--- src/hdl/lzwd_pkg.sv ---
`timescale 1ns / 1ps
// ----------------------------------------------------------------------------
// LZW variant decoder package
// Shared constants, types and state codes.
// ----------------------------------------------------------------------------
package lzwd_pkg;

  localparam int DictDepthDefault  = 4096;
  localparam int StackDepthDefault = 4096;

  localparam logic OP_FEED = 1'b0;
  localparam logic OP_PULL = 1'b1;

  typedef enum logic [1:0] {
    PH_CODE = 2'd0,
    PH_POP  = 2'd1,
    PH_LIT  = 2'd2
  } phase_t;

  typedef enum logic [1:0] {
    BK_IDLE = 2'd0,
    BK_WALK = 2'd1,
    BK_SEND = 2'd2
  } bk_state_t;

  typedef struct packed {
    logic       op;
    logic [7:0] in_byte;
  } item_t;

  typedef struct packed {
    logic [7:0] out_byte;
    logic       out_valid;
    logic       byte_taken;
    logic       need_input;
    logic       finished;
    logic       overflow;
  } result_t;

endpackage

--- src/hdl/lzwd_front.sv ---
`timescale 1ns / 1ps
// ----------------------------------------------------------------------------
// LZW variant decoder front end
// Accepts input requests and holds them in a two-entry queue for the engine.
// ----------------------------------------------------------------------------
module lzwd_front import lzwd_pkg::*; (
  input  logic        clk,
  input  logic        rst,
  input  logic        s_tvalid,
  output logic        s_tready,
  input  logic [7:0]  s_tdata,   // in_byte[7:0]
  input  logic        s_tuser,   // op
  output logic        q_valid,
  input  logic        q_ready,
  output item_t       q_item
);

  item_t       slot [2];
  logic        rd_ptr;
  logic        wr_ptr;
  logic [1:0]  count;
  logic        push;
  logic        pop;

  assign s_tready = (count != 2'd2);
  assign push     = s_tvalid && s_tready;
  assign q_valid  = (count != 2'd0);
  assign pop      = q_valid && q_ready;
  assign q_item   = slot[rd_ptr];

  always_ff @(posedge clk) begin
    if (rst) begin
      rd_ptr <= 1'b0;
      wr_ptr <= 1'b0;
      count  <= 2'd0;
    end else begin
      if (push) wr_ptr <= ~wr_ptr;
      if (pop)  rd_ptr <= ~rd_ptr;
      count <= count + {1'b0, push} - {1'b0, pop};
    end
  end

  always_ff @(posedge clk) begin
    if (push) begin
      slot[wr_ptr].op      <= s_tuser;
      slot[wr_ptr].in_byte <= s_tdata;
    end
  end

endmodule

--- config.mk ---
export PLATFORM = sky130hd
export DESIGN_NAME = lzwd_front
export DESIGN_NICKNAME = d
export VERILOG_FILES = /design/src/hdl/lzwd_pkg.sv /design/src/hdl/lzwd_front.sv
export SDC_FILE = /design/constraint.sdc
export NUM_CORES = 1
export LEC_CHECK = 0
export ABC_AREA = 1
export BUFFER_PORTS_ARGS = -buffer_cell sky130_fd_sc_hd__buf_4
export CAP_MARGIN = 0
export CELL_PAD_IN_SITES_DETAIL_PLACEMENT = 1
export CELL_PAD_IN_SITES_GLOBAL_PLACEMENT = 1
export CORE_ASPECT_RATIO = 1.2
export CORE_MARGIN = 3
export CORE_UTILIZATION = 37
export CTS_CLUSTER_SIZE = 40
export DETAILED_ROUTE_END_ITERATION = 16
export PLACE_DENSITY = 0.69
export SLEW_MARGIN = 20
export SYNTH_ARGS = -nofsm -noshare
export SYNTH_HDL_FRONTEND = slang
export SYNTH_SLANG_ARGS = --single-unit
--- constraint.sdc ---
create_clock -name clk -period 1.41 [get_ports clk]
set_input_delay 0.0705 -clock clk [delete_from_list [all_inputs] [get_ports clk]]
set_output_delay 0.0705 -clock clk [all_outputs]
set_load 0.005 [all_outputs]
==> results of run 1 <==
-- cells by family (layout without fill, tap and decap cells) --
| group | after synthesis | count (layout) | synth area share [%] |
|---|---|---|---|
| and+or+nand+nor | 20 | 20 | 10.4 |
| muxes | 9 | 9 | 14.2 |
| adders and majority gates | 2 | 2 | 2.63 |
| DFF | 23 | 23 | 67.4 |
| AOI/OAI and AO/OA | 2 | 2 | 1.05 |
| buffers and inverters | 9 | 50 | 4.34 |
-- flip-flops by register name (all words and copies together), names as in the netlist, named ones only --
name,cells
slot,18
count,2
wr_ptr,1
rd_ptr,1
-- power groups by stage --
stage,clock network (mW),registers (mW),logic [mW]
after detailed placement,0,0.948,0.755
after global placement,0,0.942,0.737
after CTS,0.307,0.955,0.824
final,0.290,0.973,0.925
after floorplan,0,0.934,0.453
after global routing,0.337,0.990,1.03
-- layout by cell type, fill, tap and decap left out, types with 3 or more instances in the layout --
| cell | instances |
|---|---|
| mux2_4 | 9 |
| edfxtp_1 | 18 |
| clkbuf_4 | 3 |
| buf_4 | 27 |
| inv_1 | 5 |
| dlygate4sd3_1 | 10 |
| dfxtp_1 | 3 |
| nand2_2 | 3 |
| nor2_1 | 7 |
| nand2_1 | 3 |
-- per-layer routing --
layer / share of wire (%) / wire (um) / vias to the layer above
li1: - / - / 304
met1: 37 / 655 / 281
met2: 56 / 978 / 17
met3: 5.4 / 95 / 2
met4: 1.3 / 22 / 0
met5: 0 / 0 / -
-- critical path, stage by stage (launching register included) --
cell	delay (ns)
dfxtp_4	0.41
inv_4	0.05
nand2_4	0.06
nand2_4	0.06
ha_4	0.25
inv_2	0.04
ha_4	0.15
inv_2	0.05
nand2_2	0.06
a21oi_2	0.11
nor2_1	0.05
-- per-stage QoR --
stage	instance area (um2)	TNS [ns]	hold WS (ns)	util [%]
after floorplan	952	0	0.134	-
after global placement	1180	-0.0156	0.230	49.7
after detailed placement	1180	-0.0497	0.234	49.7
after CTS	1340	0	0.0591	56.4
after global routing	1380	-0.0606	0.0882	58.2
final	1380	0	0.0639	58.2
-- final timing paths --
| path | start | to | cells past startpoint |
|---|---|---|---|
| max reg2reg | count[0]$_SDFF_PP0_ | count[1]$_SDFF_PP0_ | 10 |
| min | s_tvalid | wr_ptr$_SDFFE_PP0N_ | 3 |
| min reg2reg | rd_ptr$_SDFFE_PP0P_ | rd_ptr$_SDFFE_PP0P_ | 2 |
| max | count[0]$_SDFF_PP0_ | count[1]$_SDFF_PP0_ | 10 |
-- final cells by class --
cell class                 instances  area (um2)  share of cell area (%)
tap                               31        38.8                    2.80
timing repair buffer              38         314                    22.7
clock inverter                     1        5.00                   0.362
sequential                        23         646                    46.7
inverter                           8        32.5                    2.35
clock buffer                       3        22.5                    1.63
multi-input combinational         33         325                    23.5
-- repair_timing --
item	CTS	global route
hold endpoints to repair	19	0
setup buffers	0	1
hold buffers	10	0
gates resized for setup	8	10
pin swaps	5	4
endpoints found under the setup margin	1	20
==> impl_metrics.yaml, run 1 <==
outcome:
  status: "finished, final reports clean"
clock_tree:
  htree_levels: 1
  cts-root-buf: "clkbuf_4"
  cts-buffers-inserted: 3
  clock_latency_ns: 0.30
  clk_pin_slew_ns: 0.13
  cts_tree: "built"
  clockBufferDepth: 2
  clkSinkCount: 23
final_layout:
  drive_above_1_share_pct: 54.7
  n_fill_cell: 260
  syn2layout_area_growth_pct: 45.5
  antennaDiodeCount: 0
  nNetsFinal: 122
  layoutNonFillerInstCount: 137
yosys:
  synth_top_area_share_pct: 56.8
  synth.largest_area_cell: "edfxtp_1"
  yosysMostFrequentCell: "edfxtp_1"
  synth_cell_types: 14
  syn_area_um2: 951
  synthTopCellsByArea: "edfxtp_1, mux2_4, dfxtp_1"
  syn_area_per_cell_um2: 14.6
  yosysSeqAreaShare_pct: 67.4
  yosys_warnings: 0
  synthesis.nets: 80
  synth_edf_count: 18
  ys_ff_latch: 23
  async_flop_share_pct: 0
  synth_common_cells: "edfxtp_1, mux2_4, inv_1"
  ys.flop_type: "edfxtp_1"
  syn_inst: 65
power_and_ir_drop:
  p_comb_share_pct: 42.3
  swShare_pct: 30.9
  p_leak_nw: 0.581
  pwr-share-seq_pct: 44.5
  internal_power_mw: 1.51
  power_mw: 2.19
  power.switching_mw: 0.676
  power_frac_clock_pct: 13.3
  powerDensity_nw_per_um2: 1580
  ir_drop_uv: 916
worst_setup_path:
  cp.arrival_ns: 1.59
  crit_required_ns: 1.63
  critPathLaunchType: "flip-flop"
  end_kind: "flip-flop"
  reg2reg_slack_ns: 0.04
  cp_max_fo: 3
  worstSetupPathType: "reg2reg"
worst_hold_path:
  min_path_type: "in2reg"
timing:
  hold_violations: 0
  max_clock_freq_mhz: 730
  worst_pin_slew_ns: 0.360
  fin_crit_ns: 1.37
  fin_ws_ns: 0.0407
  finalMaxSlewViolations: 0
  setup_viol: 0
  rsz0062_at_grt: "yes"
  finalCritPeriodShare_pct: 97.1
  slew_headroom_pct: 76.0
  skew_ns: 0.0111
grt:
  grt_pass1_vias: 652
  met3_usage_pct: 2.42
  grt_max_degree: 14
  grt_first_pass_wirelength_mm: 2.84
  antenna_found_initial: 0
  top_usage_layer: "met2"
  met2_usage_pct: 23.0
  grtUsageMet1_pct: 13.0
  groute.usage.overall_pct: 12.5
  grt-ovfl-total: 0
floorplan:
  die_h_um: 61.5
  row_count: 19
  fp.dieArea_um2: 3220
  initial_utilization_pct: 40.0
  core_area_um2: 2380
  io_pins: 24
  fp.dieW_um: 52.3
place:
  numPortBuffers: 23
  post-dp-hpwl_mm: 1.18
  place_ws_ns: -0.0497
  gp_congestion: 0.720
  placedCellCount: 122
routing:
  dr.pass1.iters: 2
  vias_per_cell: 4.41
  drtAntennaViolNets: 0
  vias: 604
  drc: 0
  drt_iter0_drc: 11
  routedWlPerCell_um: 12.8
  drt-total-wl_mm: 1.75
run:
  cap_violations: 0
(Power assumes the default switching activity.)
==> run 2: changes to the inputs <==
Settings changed: CORE_ASPECT_RATIO 1.2 to unset, CORE_UTILIZATION 37 to 44, PLACE_DENSITY 0.69 to 0.77.
Clock period 1.41 ns to 1.6 ns, I/O delays scaled along.
==> run 2 against run 1 <==
Effect of this change:
- clock skew is 0.0064 ns lower
- sequential power fell by 16%
- clock power shrank 12%
- largest power group unchanged
==> impl_metrics.yaml, run 2 (synthesis results as in run 1) <==
grt:
  antenna_found_initial: 0
  groute.usage.overall_pct: 14.3
  grt-ovfl-total: 0
  grt_pass1_vias: 625
  grt_first_pass_wirelength_mm: 2.77
  grt_max_degree: 14
floorplan:
  fp.dieW_um: 52.5
  initial_utilization_pct: 47.5
  fp.dieArea_um2: 2760
  io_pins: 24
  row_count: 16
  core_area_um2: 2000
  die_h_um: 52.5
place:
  gp_congestion: 0.661
  placedCellCount: 116
  post-dp-hpwl_mm: 1.16
  place_ws_ns: 0.0407
  numPortBuffers: 23
final_layout:
  final_cell_mix: "buf_4, edfxtp_1, dlygate4sd3_1, mux2_4, inv_1"
  nNetsFinal: 121
  n_fill_cell: 210
  reg.largest.list: "slot x18, count x2"
  drive_above_1_share_pct: 43.8
  layoutNonFillerInstCount: 132
  syn2layout_area_growth_pct: 37.2
  antennaDiodeCount: 0
  largest_register_ffs: 18
  largest_register: "slot"
  mostFrequentLayoutCell: "buf_4"
power_and_ir_drop:
  p_leak_nw: 0.568
  ir_drop_uv: 747
  powerDensity_nw_per_um2: 1340
timing:
  hold_violations: 0
  skew_ns: 0.00466
  slew_headroom_pct: 76.3
  finalMaxSlewViolations: 0
  finalCritPeriodShare_pct: 94.0
  worst_pin_slew_ns: 0.355
  fin_ws_ns: 0.0959
  setup_viol: 0
  max_clock_freq_mhz: 665
  fin_crit_ns: 1.50
routing:
  dr.pass1.iters: 2
  drtAntennaViolNets: 0
  routedWlPerCell_um: 13.2
  drt-total-wl_mm: 1.74
  drc: 0
  vias_per_cell: 4.58
  vias: 604
  drt_iter0_drc: 8
clock_tree:
  htree_levels: 1
  clock_latency_ns: 0.31
  clk_pin_slew_ns: 0.12
  cts_tree: "built"
  clockBufferDepth: 2
  cts-buffers-inserted: 3
  clkSinkCount: 23
  cts-root-buf: "clkbuf_4"
worst_setup_path:
  critPathLaunchType: "flip-flop"
  crit_required_ns: 1.81
  cp_max_fo: 3
  cp.arrival_ns: 1.71
  worstSetupPathType: "reg2reg"
  end_kind: "flip-flop"
outcome:
  status: "finished, final reports clean"
run:
  cap_violations: 0
worst_hold_path:
  min_path_type: "in2reg"
run 2: cell types whose count changed in the layout (fill, tap and decap cells not counted), moves of 2 or more:
cell	before	now
ha_1	0	2
ha_4	2	0
inv_1	5	8
inv_2	2	0
nand2_1	3	6
nand2_4	2	0
run 2: worst max-delay path: stages, from the launching register on:
cell and delay, ns:
dfxtp_2 0.36, inv_1 0.08, nand2_2 0.08, nand2_1 0.07
ha_1 0.27, inv_1 0.04, ha_1 0.18, inv_1 0.06
nand2_1 0.07, a21oi_1 0.14, nor2_1 0.06
run 2: path summary, 6_finish.rpt:
| check | to | depth (start not counted) | slack (ns) | from |
|---|---|---|---|---|
| worst max-delay path | count[1]$_SDFF_PP0_ | 10 | 0.1 | count[0]$_SDFF_PP0_ |
| worst min-delay path | wr_ptr$_SDFFE_PP0N_ | 3 | 0.04 | s_tvalid |
| worst min register to register | flip-flop | 2 | 0.53 | rd_ptr$_SDFFE_PP0P_ |
| worst max register to register | count[1]$_SDFF_PP0_ | 10 | 0.1 | count[0]$_SDFF_PP0_ |
run 2: cell type report:
type / instances / area [um2] / area share (%)
clock buffer: 3 / 22.5 / 1.73
clock inverter: 1 / 5.00 / 0.384
inverter: 8 / 30.0 / 2.30
multi-input combinational: 33 / 269 / 20.6
sequential: 23 / 642 / 49.2
tap: 27 / 33.8 / 2.59
timing repair buffer: 37 / 303 / 23.2
run 2: power breakdown:
| group | switching, mW | internal, mW | total, mW |
|---|---|---|---|
| Clock | 0.162 | 0.0934 | 0.255 |
| Combinational | 0.300 | 0.379 | 0.679 |
| Sequential | 0.0526 | 0.768 | 0.820 |
run 2: metal layers:
layer	GRT usage, %	vias to the layer above	share of wire (%)
li1	-	302	-
met1	17.6	285	40
met2	24.4	15	54
met3	3.42	2	4.5
met4	5.11	0	1.5
met5	0	-	0
run 2: repair_timing:
action,CTS,global route
setup endpoints to repair,0,1
gates resized for setup,0,1
buffers inserted,0,2
hold buffers,10,0
hold endpoints to repair,19,0
run 2: per-stage QoR:
stage / TNS (ns) / area [um2] / hold WS, ns / total power [mW] / utilization (%)
2_1_floorplan: 0 / 951 / 0.151 / 1.22 / -
3_3_place_gp: 0 / 1160 / 0.246 / 1.44 / 58.0
3_5_place_dp: 0 / 1160 / 0.250 / 1.47 / 58.0
4_1_cts: 0 / 1290 / 0.0310 / 1.75 / 64.4
5_1_grt: -0.0179 / 1310 / 0.0580 / 1.88 / 65.2
6_report: 0 / 1310 / 0.0385 / 1.75 / 65.2
